==> config.mk <==
export PLATFORM = sky130hd
export DESIGN_NAME = periodic_task_tick_scheduler_flat
export DESIGN_NICKNAME = d
export VERILOG_FILES = /design/src/hdl/pts_pkg.sv /design/src/hdl/pts_if.sv /design/src/hdl/pts_cell.sv /design/src/hdl/pts_ctrl.sv /design/src/hdl/periodic_task_tick_scheduler.sv /design/src/flat_wrapper.sv
export SDC_FILE = /design/constraint.sdc
export NUM_CORES = 1
export LEC_CHECK = 0
export BUFFER_PORTS_ARGS = -buffer_cell sky130_fd_sc_hd__buf_2
export CORE_ASPECT_RATIO = 0.6
export CORE_MARGIN = 2
export CORE_UTILIZATION = 23
export CTS_CLUSTER_SIZE = 40
export DETAILED_ROUTE_END_ITERATION = 16
export PLACE_DENSITY = 0.44
export SYNTH_ARGS = -nofsm -noshare
export SYNTH_HDL_FRONTEND = slang
export SYNTH_HIERARCHICAL = 1
export SYNTH_SLANG_ARGS = --single-unit
==> constraint.sdc <==
create_clock -name clk_i -period 5.8 [get_ports clk_i]
set_clock_uncertainty 0.2 [all_clocks]
set_input_delay 1.16 -clock clk_i [delete_from_list [all_inputs] [get_ports clk_i]]
set_output_delay 1.16 -clock clk_i [all_outputs]
set_load 0.005 [all_outputs]
==> src/hdl/pts_pkg.sv <==
// Shared types and constants for the periodic task tick scheduler.
package pts_pkg;

  localparam int unsigned NumTasksDef = 8;
  localparam int unsigned MaxReports  = 8;
  localparam int unsigned DataW       = 8;
  localparam int unsigned IdxW        = 3;
  localparam int unsigned RepW        = $clog2(MaxReports + 1);

  typedef enum logic [1:0] {
    REQ_CREATE   = 2'd0,
    REQ_TICK     = 2'd1,
    REQ_DISPATCH = 2'd2
  } pts_req_e;

  typedef enum logic [1:0] {
    KIND_CREATE = 2'd0,
    KIND_DUE    = 2'd1,
    KIND_NONE   = 2'd2
  } pts_kind_e;

  typedef enum logic [1:0] {
    ST_IDLE,
    ST_WALK,
    ST_FIN
  } pts_state_e;

  typedef struct packed {
    logic [1:0]       req_type;
    logic [DataW-1:0] period;
    logic [DataW-1:0] first_delay;
  } pts_req_t;

  typedef struct packed {
    logic [1:0]      kind;
    logic            status;
    logic [IdxW-1:0] task_index;
    logic            last;
  } pts_rsp_t;

  typedef struct packed {
    logic [DataW-1:0] per;
    logic [DataW-1:0] cd;
  } pts_slot_t;

  // Ring control from the sequencer to the cell row.
  typedef struct packed {
    logic      shift;
    pts_slot_t load_data;
    pts_slot_t tail;
  } pts_ring_ctl_t;

endpackage

==> src/hdl/pts_if.sv <==
// Request and response channel interfaces.
interface pts_req_if;
  import pts_pkg::*;
  logic             valid;
  logic             ready;
  logic [1:0]       req_type;
  logic [DataW-1:0] period;
  logic [DataW-1:0] first_delay;

  modport source(output valid, req_type, period, first_delay, input ready);
  modport sink(input valid, req_type, period, first_delay, output ready);
endinterface

interface pts_rsp_if;
  import pts_pkg::*;
  logic            valid;
  logic            ready;
  logic [1:0]      kind;
  logic            status;
  logic [IdxW-1:0] task_index;
  logic            last;

  modport source(output valid, kind, status, task_index, last, input ready);
  modport sink(input valid, kind, status, task_index, last, output ready);
endinterface

==> src/hdl/pts_cell.sv <==
// One task slot of the rotating ring: period and countdown.
module pts_cell (
  input  logic              clk_i,
  input  logic              shift_i,
  input  logic              load_i,
  input  pts_pkg::pts_slot_t nxt_i,
  input  pts_pkg::pts_slot_t load_data_i,
  output pts_pkg::pts_slot_t slot_o
);
  import pts_pkg::*;

  pts_slot_t slot_q, slot_d;

  always_comb begin
    slot_d = slot_q;
    if (load_i) begin
      slot_d = load_data_i;
    end else if (shift_i) begin
      slot_d = nxt_i;
    end
  end

  always_ff @(posedge clk_i) begin
    slot_q <= slot_d;
  end

  assign slot_o = slot_q;

endmodule

==> src/hdl/pts_ctrl.sv <==
// Walk sequencer: head update, due detection, pending result and output register.
module pts_ctrl #(
  parameter int unsigned NumTasks = pts_pkg::NumTasksDef
) (
  input  logic                  clk_i,
  input  logic                  rst_ni,
  input  logic                  req_valid_i,
  output logic                  req_ready_o,
  input  pts_pkg::pts_req_t     req_i,
  output logic                  rsp_valid_o,
  input  logic                  rsp_ready_i,
  output pts_pkg::pts_rsp_t     rsp_o,
  input  pts_pkg::pts_slot_t    head_i,
  output pts_pkg::pts_ring_ctl_t ring_o,
  output logic [NumTasks-1:0]   load_sel_o
);
  import pts_pkg::*;

  localparam int unsigned CntW  = $clog2(NumTasks + 1);
  localparam int unsigned StepW = (NumTasks > 1) ? $clog2(NumTasks) : 1;

  pts_state_e       state_q, state_d;
  logic [StepW-1:0] step_q, step_d;
  logic [CntW-1:0]  cnt_q, cnt_d;
  logic [RepW-1:0]  nrep_q, nrep_d;
  logic             dec_q, dec_d;
  logic             pend_vld_q, pend_vld_d;
  pts_rsp_t         pend_q, pend_d;
  logic             out_vld_q, out_vld_d;
  pts_rsp_t         out_q, out_d;

  logic             out_free;
  logic             head_active;
  logic [DataW-1:0] cd_m1;
  logic [DataW-1:0] new_cd;
  logic             due;
  logic             create_ok;
  logic             ring_shift;

  assign out_free    = !out_vld_q || rsp_ready_i;
  assign head_active = CntW'(step_q) < cnt_q;
  assign cd_m1       = head_i.cd - DataW'(1);

  always_comb begin
    new_cd = head_i.cd;
    if (dec_q && head_active) begin
      new_cd = (cd_m1 == '0) ? head_i.per : cd_m1;
    end
  end

  assign due = head_active && (new_cd == DataW'(1)) && (nrep_q < RepW'(MaxReports));

  assign ring_o.shift      = ring_shift;
  assign ring_o.tail.per   = head_i.per;
  assign ring_o.tail.cd    = new_cd;
  assign ring_o.load_data.per = req_i.period;
  assign ring_o.load_data.cd  = req_i.first_delay;

  always_comb begin
    for (int i = 0; i < NumTasks; i++) begin
      load_sel_o[i] = create_ok && (cnt_q == CntW'(i));
    end
  end

  always_comb begin
    state_d      = state_q;
    step_d       = step_q;
    cnt_d        = cnt_q;
    nrep_d       = nrep_q;
    dec_d        = dec_q;
    pend_vld_d   = pend_vld_q;
    pend_d       = pend_q;
    out_vld_d    = out_vld_q && !rsp_ready_i;
    out_d        = out_q;
    ring_shift   = 1'b0;
    create_ok    = 1'b0;
    req_ready_o  = 1'b0;

    unique case (state_q)
      ST_IDLE: begin
        req_ready_o = 1'b1;
        if (req_valid_i) begin
          unique case (pts_req_e'(req_i.req_type))
            REQ_CREATE: begin
              state_d    = ST_FIN;
              pend_vld_d = 1'b1;
              if (cnt_q < CntW'(NumTasks)) begin
                create_ok = 1'b1;
                cnt_d     = cnt_q + CntW'(1);
                pend_d    = '{kind: KIND_CREATE, status: 1'b0,
                              task_index: IdxW'(cnt_q), last: 1'b0};
              end else begin
                pend_d    = '{kind: KIND_CREATE, status: 1'b1,
                              task_index: '0, last: 1'b0};
              end
            end
            REQ_TICK, REQ_DISPATCH: begin
              state_d    = ST_WALK;
              step_d     = '0;
              nrep_d     = '0;
              pend_vld_d = 1'b0;
              dec_d      = (pts_req_e'(req_i.req_type) == REQ_TICK);
            end
            default: ;  // unused code: dropped
          endcase
        end
      end
      ST_WALK: begin
        // A due slot displaces the pending one; hold the ring if it cannot leave.
        if (!(due && pend_vld_q && !out_free)) begin
          ring_shift = 1'b1;
          if (due) begin
            if (pend_vld_q) begin
              out_vld_d = 1'b1;
              out_d     = pend_q;
            end
            pend_d     = '{kind: KIND_DUE, status: 1'b0,
                           task_index: IdxW'(step_q), last: 1'b0};
            pend_vld_d = 1'b1;
            nrep_d     = nrep_q + RepW'(1);
          end
          if (step_q == StepW'(NumTasks - 1)) begin
            state_d = ST_FIN;
          end else begin
            step_d = step_q + StepW'(1);
          end
        end
      end
      ST_FIN: begin
        if (out_free) begin
          out_vld_d = 1'b1;
          if (pend_vld_q) begin
            out_d      = pend_q;
            out_d.last = 1'b1;
          end else begin
            out_d = '{kind: KIND_NONE, status: 1'b0, task_index: '0, last: 1'b1};
          end
          pend_vld_d = 1'b0;
          state_d    = ST_IDLE;
        end
      end
      default: state_d = ST_IDLE;
    endcase
  end

  always_ff @(posedge clk_i or negedge rst_ni) begin
    if (!rst_ni) begin
      state_q    <= ST_IDLE;
      step_q     <= '0;
      cnt_q      <= '0;
      nrep_q     <= '0;
      dec_q      <= 1'b0;
      pend_vld_q <= 1'b0;
      out_vld_q  <= 1'b0;
    end else begin
      state_q    <= state_d;
      step_q     <= step_d;
      cnt_q      <= cnt_d;
      nrep_q     <= nrep_d;
      dec_q      <= dec_d;
      pend_vld_q <= pend_vld_d;
      out_vld_q  <= out_vld_d;
    end
  end

  always_ff @(posedge clk_i) begin
    pend_q <= pend_d;
    out_q  <= out_d;
  end

  assign rsp_valid_o = out_vld_q;
  assign rsp_o       = out_q;

endmodule

==> src/hdl/periodic_task_tick_scheduler.sv <==
// Top level of the periodic task tick scheduler.
//
// Keeps up to NumTasks periodic tasks in a ring of cells, each holding one
// task's 8-bit period and 8-bit countdown. A create request fills the next
// free slot and answers with one create status (ok with the slot number, or
// table full); the status waits in the pending register until the response
// register is free, and the next request is taken once it has moved there.
// A tick or dispatch request rotates the whole ring once, one slot per cycle
// unless a due report is held back by the response channel, through a single
// head update (decrement with wrap and reload on zero for a tick, no change
// for a dispatch); each created slot whose countdown is then one is reported
// as due, in slot order, at most eight per request, and the last response
// carries last = 1. If nothing is due one "no task due" response is given.
// A tick or dispatch occupies the block for its accept, NumTasks rotation
// steps and one finish step, longer while the response channel is held off.
// Requests are taken one at a time; request code 3 is accepted and dropped.
// The slot tables come up undefined; only created slots are ever looked at.
module periodic_task_tick_scheduler #(
  parameter int unsigned NumTasks = pts_pkg::NumTasksDef
) (
  input  logic            clk_i,
  input  logic            rst_ni,
  pts_req_if.sink         req_i,
  pts_rsp_if.source       rsp_o
);
  import pts_pkg::*;

  pts_req_t              req;
  pts_rsp_t              rsp;
  pts_ring_ctl_t         ring;
  logic [NumTasks-1:0]   load_sel;
  pts_slot_t             slots [NumTasks];
  pts_slot_t             nxt   [NumTasks];

  assign req.req_type    = req_i.req_type;
  assign req.period      = req_i.period;
  assign req.first_delay = req_i.first_delay;

  pts_ctrl #(
    .NumTasks(NumTasks)
  ) u_ctrl (
    .clk_i       (clk_i),
    .rst_ni      (rst_ni),
    .req_valid_i (req_i.valid),
    .req_ready_o (req_i.ready),
    .req_i       (req),
    .rsp_valid_o (rsp_o.valid),
    .rsp_ready_i (rsp_o.ready),
    .rsp_o       (rsp),
    .head_i      (slots[0]),
    .ring_o      (ring),
    .load_sel_o  (load_sel)
  );

  assign rsp_o.kind       = rsp.kind;
  assign rsp_o.status     = rsp.status;
  assign rsp_o.task_index = rsp.task_index;
  assign rsp_o.last       = rsp.last;

  // Ring: slot 0 sits at the head; each step every cell takes its upper
  // neighbor, and the top cell takes the updated head slot.
  for (genvar i = 0; i < NumTasks; i++) begin : g_cell
    if (i == NumTasks - 1) begin : g_top
      assign nxt[i] = ring.tail;
    end else begin : g_mid
      assign nxt[i] = slots[i+1];
    end

    pts_cell u_cell (
      .clk_i       (clk_i),
      .shift_i     (ring.shift),
      .load_i      (load_sel[i]),
      .nxt_i       (nxt[i]),
      .load_data_i (ring.load_data),
      .slot_o      (slots[i])
    );
  end

endmodule

==> src/flat_wrapper.sv <==
// flat-port wrapper written by rule: the top's interface ports become plain ports
module periodic_task_tick_scheduler_flat import pts_pkg::*;
#(
  parameter int unsigned NumTasks = pts_pkg::NumTasksDef
)
  (clk_i, rst_ni, req_i_valid, req_i_req_type, req_i_period, req_i_first_delay, req_i_ready, rsp_o_valid, rsp_o_kind, rsp_o_status, rsp_o_task_index, rsp_o_last, rsp_o_ready);
  pts_req_if req_i_i ();
  pts_rsp_if rsp_o_i ();
  input  logic clk_i;
  input  logic rst_ni;
  input wire logic [$bits(req_i_i.valid)-1:0] req_i_valid;
  input wire logic [$bits(req_i_i.req_type)-1:0] req_i_req_type;
  input wire logic [$bits(req_i_i.period)-1:0] req_i_period;
  input wire logic [$bits(req_i_i.first_delay)-1:0] req_i_first_delay;
  output wire logic [$bits(req_i_i.ready)-1:0] req_i_ready;
  output wire logic [$bits(rsp_o_i.valid)-1:0] rsp_o_valid;
  output wire logic [$bits(rsp_o_i.kind)-1:0] rsp_o_kind;
  output wire logic [$bits(rsp_o_i.status)-1:0] rsp_o_status;
  output wire logic [$bits(rsp_o_i.task_index)-1:0] rsp_o_task_index;
  output wire logic [$bits(rsp_o_i.last)-1:0] rsp_o_last;
  input wire logic [$bits(rsp_o_i.ready)-1:0] rsp_o_ready;
  assign req_i_i.valid = req_i_valid;
  assign req_i_i.req_type = req_i_req_type;
  assign req_i_i.period = req_i_period;
  assign req_i_i.first_delay = req_i_first_delay;
  assign req_i_ready = req_i_i.ready;
  assign rsp_o_valid = rsp_o_i.valid;
  assign rsp_o_kind = rsp_o_i.kind;
  assign rsp_o_status = rsp_o_i.status;
  assign rsp_o_task_index = rsp_o_i.task_index;
  assign rsp_o_last = rsp_o_i.last;
  assign rsp_o_i.ready = rsp_o_ready;
  periodic_task_tick_scheduler #(.NumTasks(NumTasks)) u_core (.clk_i(clk_i), .rst_ni(rst_ni), .req_i(req_i_i), .rsp_o(rsp_o_i));
endmodule
==> flow_summary.yaml, run 1 <==
yosys:
  postSynthCellCount: 565
  synth_top_cell_area_share: 0.501
  synthDistinctLibCells: 62
  async_flop_share: 0.103
  synth.ff_latch_count: 156
  post_synthesis_instance_area_um2: 8390
  netlist.top_cell.by_area: "edfxtp_1"
  synth-edff-count: 140
  yosys_warnings: 6
  synth_area_leaders: "edfxtp_1 (50%), mux2_4 (13%), mux2_2 (7.9%), dfrtp_1 (4.8%), ha_1 (2.7%)"
  avgSynthCellArea_um2: 14.8
  synth-seq-area-share: 0.549
  top_reg_cell_synth: "edfxtp_1"
  syn_nets: 605
die:
  pin_count: 31
  initial_core_util: 0.232
  die_outline_area_um2: 38100
  die_width_um: 251
  row_count: 54
  chipHeight_um: 152
  floorplan.core_area_um2: 36100
layout:
  post_layout_nonfiller_instances: 1062
  nNetsFinal: 613
  final_cell_mix: "edfxtp_1 (140), mux2_4 (72), mux2_2 (59)"
  design_area_um2: 9290
  drive_above_1_share: 0.367
  layout_commonest_cell: "edfxtp_1"
  num_antenna_cells: 0
  syn_to_final_growth_pct: 10.7
global_route:
  pin_count_of_the_biggest_net_entering_global_routing: 25
  track_usage: 0.113
  global_route_wire_length_before_repair_mm: 31.0
  globalRouteMet1Util: 0.195
  grt_antenna_before_repair: 0
  grt_pass1_vias: 4508
  globalRouteMet3Util: 0.0286
  use_met2: 0.132
  globalRoute.busiestLayer: "met1"
  overflow: 0
placed_design:
  dpl.cell_count: 1030
  post-dp-hpwl_mm: 15.2
  placed_area_um2: 8720
  finalWeightedCongestion: 0.830
  place.port_buffers: 30
setup_path:
  critical-path-top-delay-family: "simple AND/OR/NAND/NOR gates"
  cp_peak_stage_delay_ns: 0.70
  worstPathMaxFanout: 16
  crit_path_cell_trace: "inv_1 > ha_1 > or3b_4 > o31a_4 > a211oi_1 > o2111ai_1 > and4_1 > and4_2 > a21oi_1 > or2_1"
  crit_path_top_delay_cell: "or2_1"
  critPathBufInv: 1
  crit_type: "reg2reg"
  critical_path.startpoint_type: "register"
  critical_path_arrival_ns: 4.54
  end_kind: "register"
  worst-endpoint-required_ns: 5.66
timing:
  total_count_of_max_transition_violations_in_the_final_report: 0
  rsz0062_at_grt: "false"
  finalHoldViolCount: 0
  max_slew.worst_pin.slew_ns: 1.20
  min_period_over_period: 0.806
  setup_viol: 0
  final_total_negative_setup_slack_ns: 0
  post-route-min-period_ns: 4.67
  max_clock_freq_mhz: 214
  max_slew_margin: 0.194
clock_tree:
  cts_resized: 0
  cts_made_buffers: 17
  cts_clock_pin_slew_for_the_worst_setup_and_hold_paths_ns: 0.07
  clock_insertion_delay_worst_skew_ns: 0.44
  clock_tree.root_cell: "clkbuf_16"
  cts_tree: "built"
  clock_sinks: 156
  cts_hold_repair.buffers: 0
  htreeDepth: 4
  post_cts_setup_buffers: 0
  clockBufferDepth: 2
route:
  dr_total_vias: 4645
  detail_route.drc_violations: 0
  routed_wirelength_mm: 21.0
  drt_first_iter_violations: 450
  wire_per_inst_um: 19.8
  first_pass_iteration_count_of_the_detailed_router: 5
  route.detailed.vias_per_inst: 4.37
  final_antenna_violating_net_count: 0
power:
  pwrdens_nw_per_um2: 432
  leakage_component_of_the_power_nw: 3.28
  worst_ir_drop_vdd_uv: 222
flow_run:
  max_cap_violations: 0
outcome:
  run_status: "finished, final reports clean"
min_path:
  worstHoldPathType: "reg2reg"
[per-layer routing]
metal  part of all wire  vias to the layer above
met5                  0                        -
met1               0.59                     2404
met4             0.0062                        0
met2               0.36                       87
li1                   -                     2142
met3              0.042                       12
[through the flow]
step / hold WS (ns) / total power [W] / setup slack [ns] / util
after CTS: 0.332 / 0.00404 / 1.13 / 0.257
after floorplan: 0.297 / 0.00259 / 2.11 / -
final: 0.327 / 0.00401 / 1.13 / 0.257
after detailed placement: 0.321 / 0.00293 / 1.17 / 0.241
after global placement: 0.315 / 0.00294 / 1.23 / 0.241
after global routing: 0.356 / 0.00423 / 0.841 / 0.257
[final timing paths]
path                                                             start                                           end  slack [ns]  cells past startpoint
setup reg to reg           u_core/g_cell[0].u_cell/slot_o[0]$_DFFE_PP_  u_core/g_cell[0].u_cell/slot_o[15]$_DFFE_PP_        1.13                     10
hold reg to reg                      u_core/u_ctrl/pend_q[3]$_DFFE_PP_              u_core/u_ctrl/rsp_o[3]$_DFFE_PP_        0.33                      1
min in group asynchronous                                       rst_ni           u_core/u_ctrl/rsp_valid_o$_DFF_PN0_        0.45                      1
hold / removal                       u_core/u_ctrl/pend_q[3]$_DFFE_PP_              u_core/u_ctrl/rsp_o[3]$_DFFE_PP_        0.33                      1
setup / recovery           u_core/g_cell[0].u_cell/slot_o[0]$_DFFE_PP_  u_core/g_cell[0].u_cell/slot_o[15]$_DFFE_PP_        1.13                     10
max in group asynchronous                                       rst_ni            u_core/u_ctrl/cnt_q[2]$_DFFE_PN0P_        4.64                      1
[registers in the layout (all words and copies together) (netlist names)]
signal / cells
u_core/g_cell.u_cell/slot_o: 128
u_core/u_ctrl/rsp_o: 7
u_core/u_ctrl/state_q: 2
u_core/u_ctrl/pend_vld_q: 1
u_core/u_ctrl/step_q: 3
u_core/u_ctrl/cnt_q: 4
u_core/u_ctrl/rsp_valid_o: 1
u_core/u_ctrl/dec_q: 1
u_core/u_ctrl/pend_q: 5
u_core/u_ctrl/nrep_q: 4
[cell families after synthesis]
family	count (synthesis)	share of synthesized area
simple gates	114	0.0789
compound gates	74	0.0655
flops	156	0.549
fa+ha+maj	18	0.0269
mux	134	0.212
buf+inv	65	0.0640
xor+xnor	4	0.00418
[synthesized netlist by cell type (9+ instances only)]
cell type and count:
nand2_1 24, mux2_4 72, ha_1 18, nor2_1 15
buf_4 25, a21oi_1 15, inv_1 16, edfxtp_1 140
buf_6 9, or2_1 9, mux2_2 59, dfrtp_1 16
o21ai_0 15, nor3_1 12, and2_1 12
[layout make-up]
type                            instances  area [um2]
Sequential cell                       156        4600
Multi-Input combinational cell        344        3250
Timing Repair Buffer                   38         210
Inverter                               16        60.1
Clock inverter                         14         138
Clock buffer                           18         429
Tap cell                              476         596
Fill cell                            3707       26900
[power breakdown]
group / total (W) / switching, W / internal (W)
clock network: 0.00109 / 0.000489 / 0.000600
logic: 0.00111 / 0.000650 / 0.000455
registers: 0.00182 / 0.000165 / 0.00165
Note: power is estimated with default switching activity, not from simulation.
==> run 2: changes to the inputs <==
- PLACE_DENSITY: 0.44 -> 0.45
- clock period: 5.8 -> 4.1 ns (I/O delays scaled with it)
==> flow_summary.yaml, run 2 (synthesized netlist as in run 1, its figures left out) <==
clock_tree:
  post_cts_setup_buffers: 0
  clock_tree.root_cell: "clkbuf_16"
  htreeDepth: 4
  clockBufferDepth: 2
  cts_clock_pin_slew_for_the_worst_setup_and_hold_paths_ns: 0.07
  cts_tree: "built"
  cts_resized: 0
  clock_sinks: 156
  cts_made_buffers: 17
  clock_insertion_delay_worst_skew_ns: 0.44
  cts_hold_repair.buffers: 0
layout:
  regArea_um2: 4600
  drive_above_1_share: 0.386
  nNetsFinal: 638
  layout_commonest_cell: "edfxtp_1"
  area_of_the_multi_input_gates_um2: 3250
  final.fill_count: 3716
  post_layout_nonfiller_instances: 1087
  num_antenna_cells: 0
  final_cell_mix: "edfxtp_1 (140), mux2_4 (72), mux2_2 (59)"
  max_reg_flops: 128
  syn_to_final_growth_pct: 12.6
global_route:
  track_usage: 0.108
  grt_antenna_before_repair: 4
  global_route_wire_length_before_repair_mm: 30.5
  pin_count_of_the_biggest_net_entering_global_routing: 25
  grt_pass1_vias: 4713
  overflow: 0
power:
  worst_ir_drop_vdd_uv: 313
  pwrdens_nw_per_um2: 600
  leakage_component_of_the_power_nw: 3.38
die:
  die_width_um: 251
  row_count: 54
  initial_core_util: 0.232
  floorplan.core_area_um2: 36100
  pin_count: 31
  die_outline_area_um2: 38100
  chipHeight_um: 152
setup_path:
  reg2reg_from: "u_core/g_cell[0].u_cell/slot_o[1]$_DFFE_PP_"
  worst-endpoint-required_ns: 4.03
  crit_start: "u_core/g_cell[0].u_cell/slot_o[1]$_DFFE_PP_"
  critical_path.startpoint_type: "register"
  crit_type: "reg2reg"
  critical-path-top-delay-family: "compound AO/OA/AOI/OAI gates"
  cp_peak_stage_delay_ns: 0.48
  critical_path_arrival_ns: 3.82
  crit_path_top_delay_cell: "edfxtp_1"
  worstPathMaxFanout: 11
  crit_path_cell_trace: "inv_1 > ha_1 > or3b_4 > o31a_4 > a2111oi_0 > o221a_2 > a21oi_1 > and4_2 > a21oi_1 > buf_4 > or2_1 > buf_4"
  critPathBufInv: 3
  end_kind: "register"
timing:
  final_total_negative_setup_slack_ns: 0
  max_clock_freq_mhz: 257
  setup_viol: 0
  min_period_over_period: 0.948
  max_slew.worst_pin.slew_ns: 1.18
  rsz0062_at_grt: "false"
  post-route-min-period_ns: 3.89
  max_slew_margin: 0.206
  total_count_of_max_transition_violations_in_the_final_report: 0
  finalWorstSetupSlack_ns: 0.214
  finalHoldViolCount: 0
placed_design:
  dpl.cell_count: 1055
  place.port_buffers: 30
  place_worst_setup_slack_ns: 0.239
  post-dp-hpwl_mm: 14.1
  finalWeightedCongestion: 0.812
route:
  route.detailed.vias_per_inst: 4.33
  final_antenna_violating_net_count: 0
  first_pass_iteration_count_of_the_detailed_router: 5
  routed_wirelength_mm: 19.9
  wire_per_inst_um: 18.3
  drt_first_iter_violations: 387
  detail_route.drc_violations: 0
  dr_total_vias: 4710
min_path:
  worstHoldPathType: "in2async"
flow_run:
  max_cap_violations: 0
outcome:
  run_status: "finished, final reports clean"
==> run 2: where the power goes <==
group,internal [W],switching [W]
sequential,0.00233,0.000217
combinational,0.000782,0.000921
clock,0.000764,0.000653
==> run 2: layout make-up <==
class / instances / share of cell area
clock buffers: 20 / 0.0462
clock inverters: 12 / 0.00782
inverters: 16 / 0.00636
multi-input cells: 344 / 0.344
flip-flops and latches: 156 / 0.488
well taps: 476 / 0.0631
repair buffers: 63 / 0.0448
==> run 2: final timing paths <==
kind	to	slack, ns	cells after the start
setup / recovery	u_core/g_cell[0].u_cell/slot_o[4]$_DFFE_PP_	0.21	12
setup reg to reg	u_core/g_cell[0].u_cell/slot_o[4]$_DFFE_PP_	0.21	12
hold / removal	u_core/u_ctrl/pend_vld_q$_DFFE_PN0P_	0.11	1
hold reg to reg	u_core/u_ctrl/rsp_o[2]$_DFFE_PP_	0.32	1
min in group clk_i	u_core/u_ctrl/rsp_o[2]$_DFFE_PP_	0.32	1
max in group asynchronous	u_core/u_ctrl/cnt_q[2]$_DFFE_PN0P_	3.26	1
==> run 2: stage by stage <==
stage / area (um2) / hold slack (ns) / util / power [W]
3_5_place_dp: 8930 / 0.309 / 0.247 / 0.00427
2_1_floorplan: 8390 / 0.297 / - / 0.00367
3_3_place_gp: 8930 / 0.315 / 0.247 / 0.00429
4_1_cts: 9440 / 0.107 / 0.261 / 0.00572
6_report: 9440 / 0.115 / 0.261 / 0.00566
5_1_grt: 9440 / 0.133 / 0.261 / 0.00597
==> run 2: per-layer routing <==
layer	wire length, um	vias to the layer above	track usage
met2	7400	69	0.131
met1	11500	2420	0.175
met3	765	26	0.0339
met5	52	-	0
li1	-	2187	-
met4	205	8	0.0282
==> run 2: worst reg2reg max path, cell delays in order (launching register included) <==
cell,delay [ns]
edfxtp_1,0.48
inv_1,0.15
ha_1,0.24
or3b_4,0.45
o31a_4,0.33
a2111oi_0,0.35
o221a_2,0.35
a21oi_1,0.05
and4_2,0.27
a21oi_1,0.16
buf_4,0.18
or2_1,0.14
buf_4,0.21
==> run 3: changes to the inputs <==
- REMOVE_ABC_BUFFERS: unset -> 1
- SLEW_MARGIN: unset -> 5
==> flow_summary.yaml, run 3 (synthesized netlist as in run 1, its figures left out) <==
placed_design:
  place.port_buffers: 30
  finalWeightedCongestion: 0.895
  post-dp-hpwl_mm: 15.4
timing:
  setup_viol: 0
  rsz0062_at_grt: "false"
  total_count_of_max_transition_violations_in_the_final_report: 0
  max_slew_margin: 0.293
  post-route-min-period_ns: 3.90
  finalHoldViolCount: 0
  final_total_negative_setup_slack_ns: 0
  min_period_over_period: 0.951
  max_slew.worst_pin.slew_ns: 1.05
  max_clock_freq_mhz: 256
route:
  dr_total_vias: 4703
  first_pass_iteration_count_of_the_detailed_router: 5
  route.detailed.vias_per_inst: 4.32
  drt_first_iter_violations: 480
  wire_per_inst_um: 19.2
  final_antenna_violating_net_count: 0
  detail_route.drc_violations: 0
  routed_wirelength_mm: 20.9
layout:
  max_reg_flops: 128
  final_core_utilization: 0.262
  num_antenna_cells: 0
  nNetsFinal: 640
  drive_above_1_share: 0.388
  final_cell_mix: "edfxtp_1 (140), mux2_4 (72), mux2_2 (59)"
  syn_to_final_growth_pct: 12.8
  layout_commonest_cell: "edfxtp_1"
setup_path:
  worstPathMaxFanout: 16
  critical_path.startpoint_type: "register"
  critical_path_arrival_ns: 3.76
  reg2reg_from: "u_core/g_cell[0].u_cell/slot_o[1]$_DFFE_PP_"
  regToRegEndpoint: "u_core/g_cell[1].u_cell/slot_o[12]$_DFFE_PP_"
  worst-r2r-cell-count: 11
  end_kind: "register"
  crit_type: "reg2reg"
  worst-endpoint-required_ns: 3.96
  setup.reg_to_reg.worst_slack_ns: 0.20
global_route:
  overflow: 0
  grt_pass1_vias: 4629
  global_route_wire_length_before_repair_mm: 31.4
  pin_count_of_the_biggest_net_entering_global_routing: 25
  grt_antenna_before_repair: 0
  track_usage: 0.113
power:
  internal-power_w: 0.00388
  total_switching_power_w: 0.00184
  clock_power_share: 0.252
  pwrdens_nw_per_um2: 604
  p_sw_frac: 0.322
  comb_power_share: 0.304
  seqPwrFrac: 0.444
  leakage_component_of_the_power_nw: 3.39
  worst_ir_drop_vdd_uv: 314
clock_tree:
  cts_hold_repair.buffers: 0
  clock_insertion_delay_worst_skew_ns: 0.44
  cts_resized: 0
  clockBufferDepth: 2
  htreeDepth: 4
  clock_sinks: 156
  clock_tree.root_cell: "clkbuf_16"
  cts_made_buffers: 17
  post_cts_setup_buffers: 0
  cts_clock_pin_slew_for_the_worst_setup_and_hold_paths_ns: 0.07
  cts_tree: "built"
die:
  floorplan.core_area_um2: 36100
  die_width_um: 251
  die_outline_area_um2: 38100
  pin_count: 31
  row_count: 54
  initial_core_util: 0.232
  chipHeight_um: 152
flow_run:
  max_cap_violations: 0
min_path:
  worstHoldPathType: "in2async"
outcome:
  run_status: "finished, final reports clean"
[run 3: power by group through the flow]
| stage | Combinational (W) | Sequential [W] | Clock (W) |
|---|---|---|---|
| after floorplan | 0.00108 | 0.00250 | 0 |
| after global placement | 0.00177 | 0.00257 | 0 |
| after CTS | 0.00174 | 0.00254 | 0.00149 |
| after detailed placement | 0.00172 | 0.00256 | 0 |
| after global routing | 0.00191 | 0.00258 | 0.00155 |
| final | 0.00174 | 0.00254 | 0.00144 |
[run 3: metrics by stage]
stage / instances / total power, W / area [um2] / setup WS (ns) / hold slack, ns
after global routing: 1089 / 0.00604 / 9460 / 0.0234 / 0.127
after CTS: 1089 / 0.00576 / 9460 / 0.201 / 0.120
final: 1089 / 0.00572 / 9460 / 0.200 / 0.131
after floorplan: 516 / 0.00358 / 7910 / 0.344 / 0.297
after global placement: 1057 / 0.00434 / 8930 / 0.295 / 0.317
after detailed placement: 1057 / 0.00429 / 8930 / 0.202 / 0.317
[run 3: final cells by class]
| type | instances | area (um2) |
|---|---|---|
| repair buffers | 65 | 425 |
| clock buffers | 19 | 433 |
| fillers | 3671 | 26700 |
| well taps | 476 | 596 |
| inverters | 16 | 60.1 |
| flip-flops and latches | 156 | 4600 |
| clock inverters | 13 | 90.1 |
| multi-input cells | 344 | 3250 |
[run 3: critical path, stage by stage, from the launching register on]
cell and delay, ns:
edfxtp_1 0.39, inv_1 0.11, ha_1 0.17, or3b_4 0.41
o31a_4 0.33, a2111oi_0 0.42, o221a_2 0.31, a21oi_1 0.04
and4_2 0.25, a21oi_1 0.13, buf_4 0.17, or2_1 0.59
[run 3: how the worst max path moves through the flow]
stage / startpoint / to / slack [ns] / cells after the start
floorplan: u_core/g_cell[0].u_cell/slot_o[0]$_DFFE_PP_ / u_core/g_cell[3].u_cell/slot_o[0]$_DFFE_PP_ / 0.34 / 10
CTS: u_core/g_cell[0].u_cell/slot_o[1]$_DFFE_PP_ / u_core/g_cell[1].u_cell/slot_o[12]$_DFFE_PP_ / 0.20 / 11
finish: u_core/g_cell[0].u_cell/slot_o[1]$_DFFE_PP_ / u_core/g_cell[1].u_cell/slot_o[12]$_DFFE_PP_ / 0.20 / 11
detailed placement: u_core/g_cell[0].u_cell/slot_o[1]$_DFFE_PP_ / u_core/g_cell[6].u_cell/slot_o[0]$_DFFE_PP_ / 0.20 / 11
global placement: u_core/g_cell[0].u_cell/slot_o[1]$_DFFE_PP_ / u_core/g_cell[1].u_cell/slot_o[9]$_DFFE_PP_ / 0.29 / 11
global route: u_core/g_cell[0].u_cell/slot_o[1]$_DFFE_PP_ / u_core/g_cell[5].u_cell/slot_o[2]$_DFFE_PP_ / 0.02 / 11
[run 3: metal layers]
layer	vias to the layer above	part of all wire	global-route usage
met5	-	0	0
met4	0	0.0096	0.0322
met3	15	0.082	0.0373
met2	154	0.35	0.127
met1	2338	0.56	0.190
li1	2196	-	-
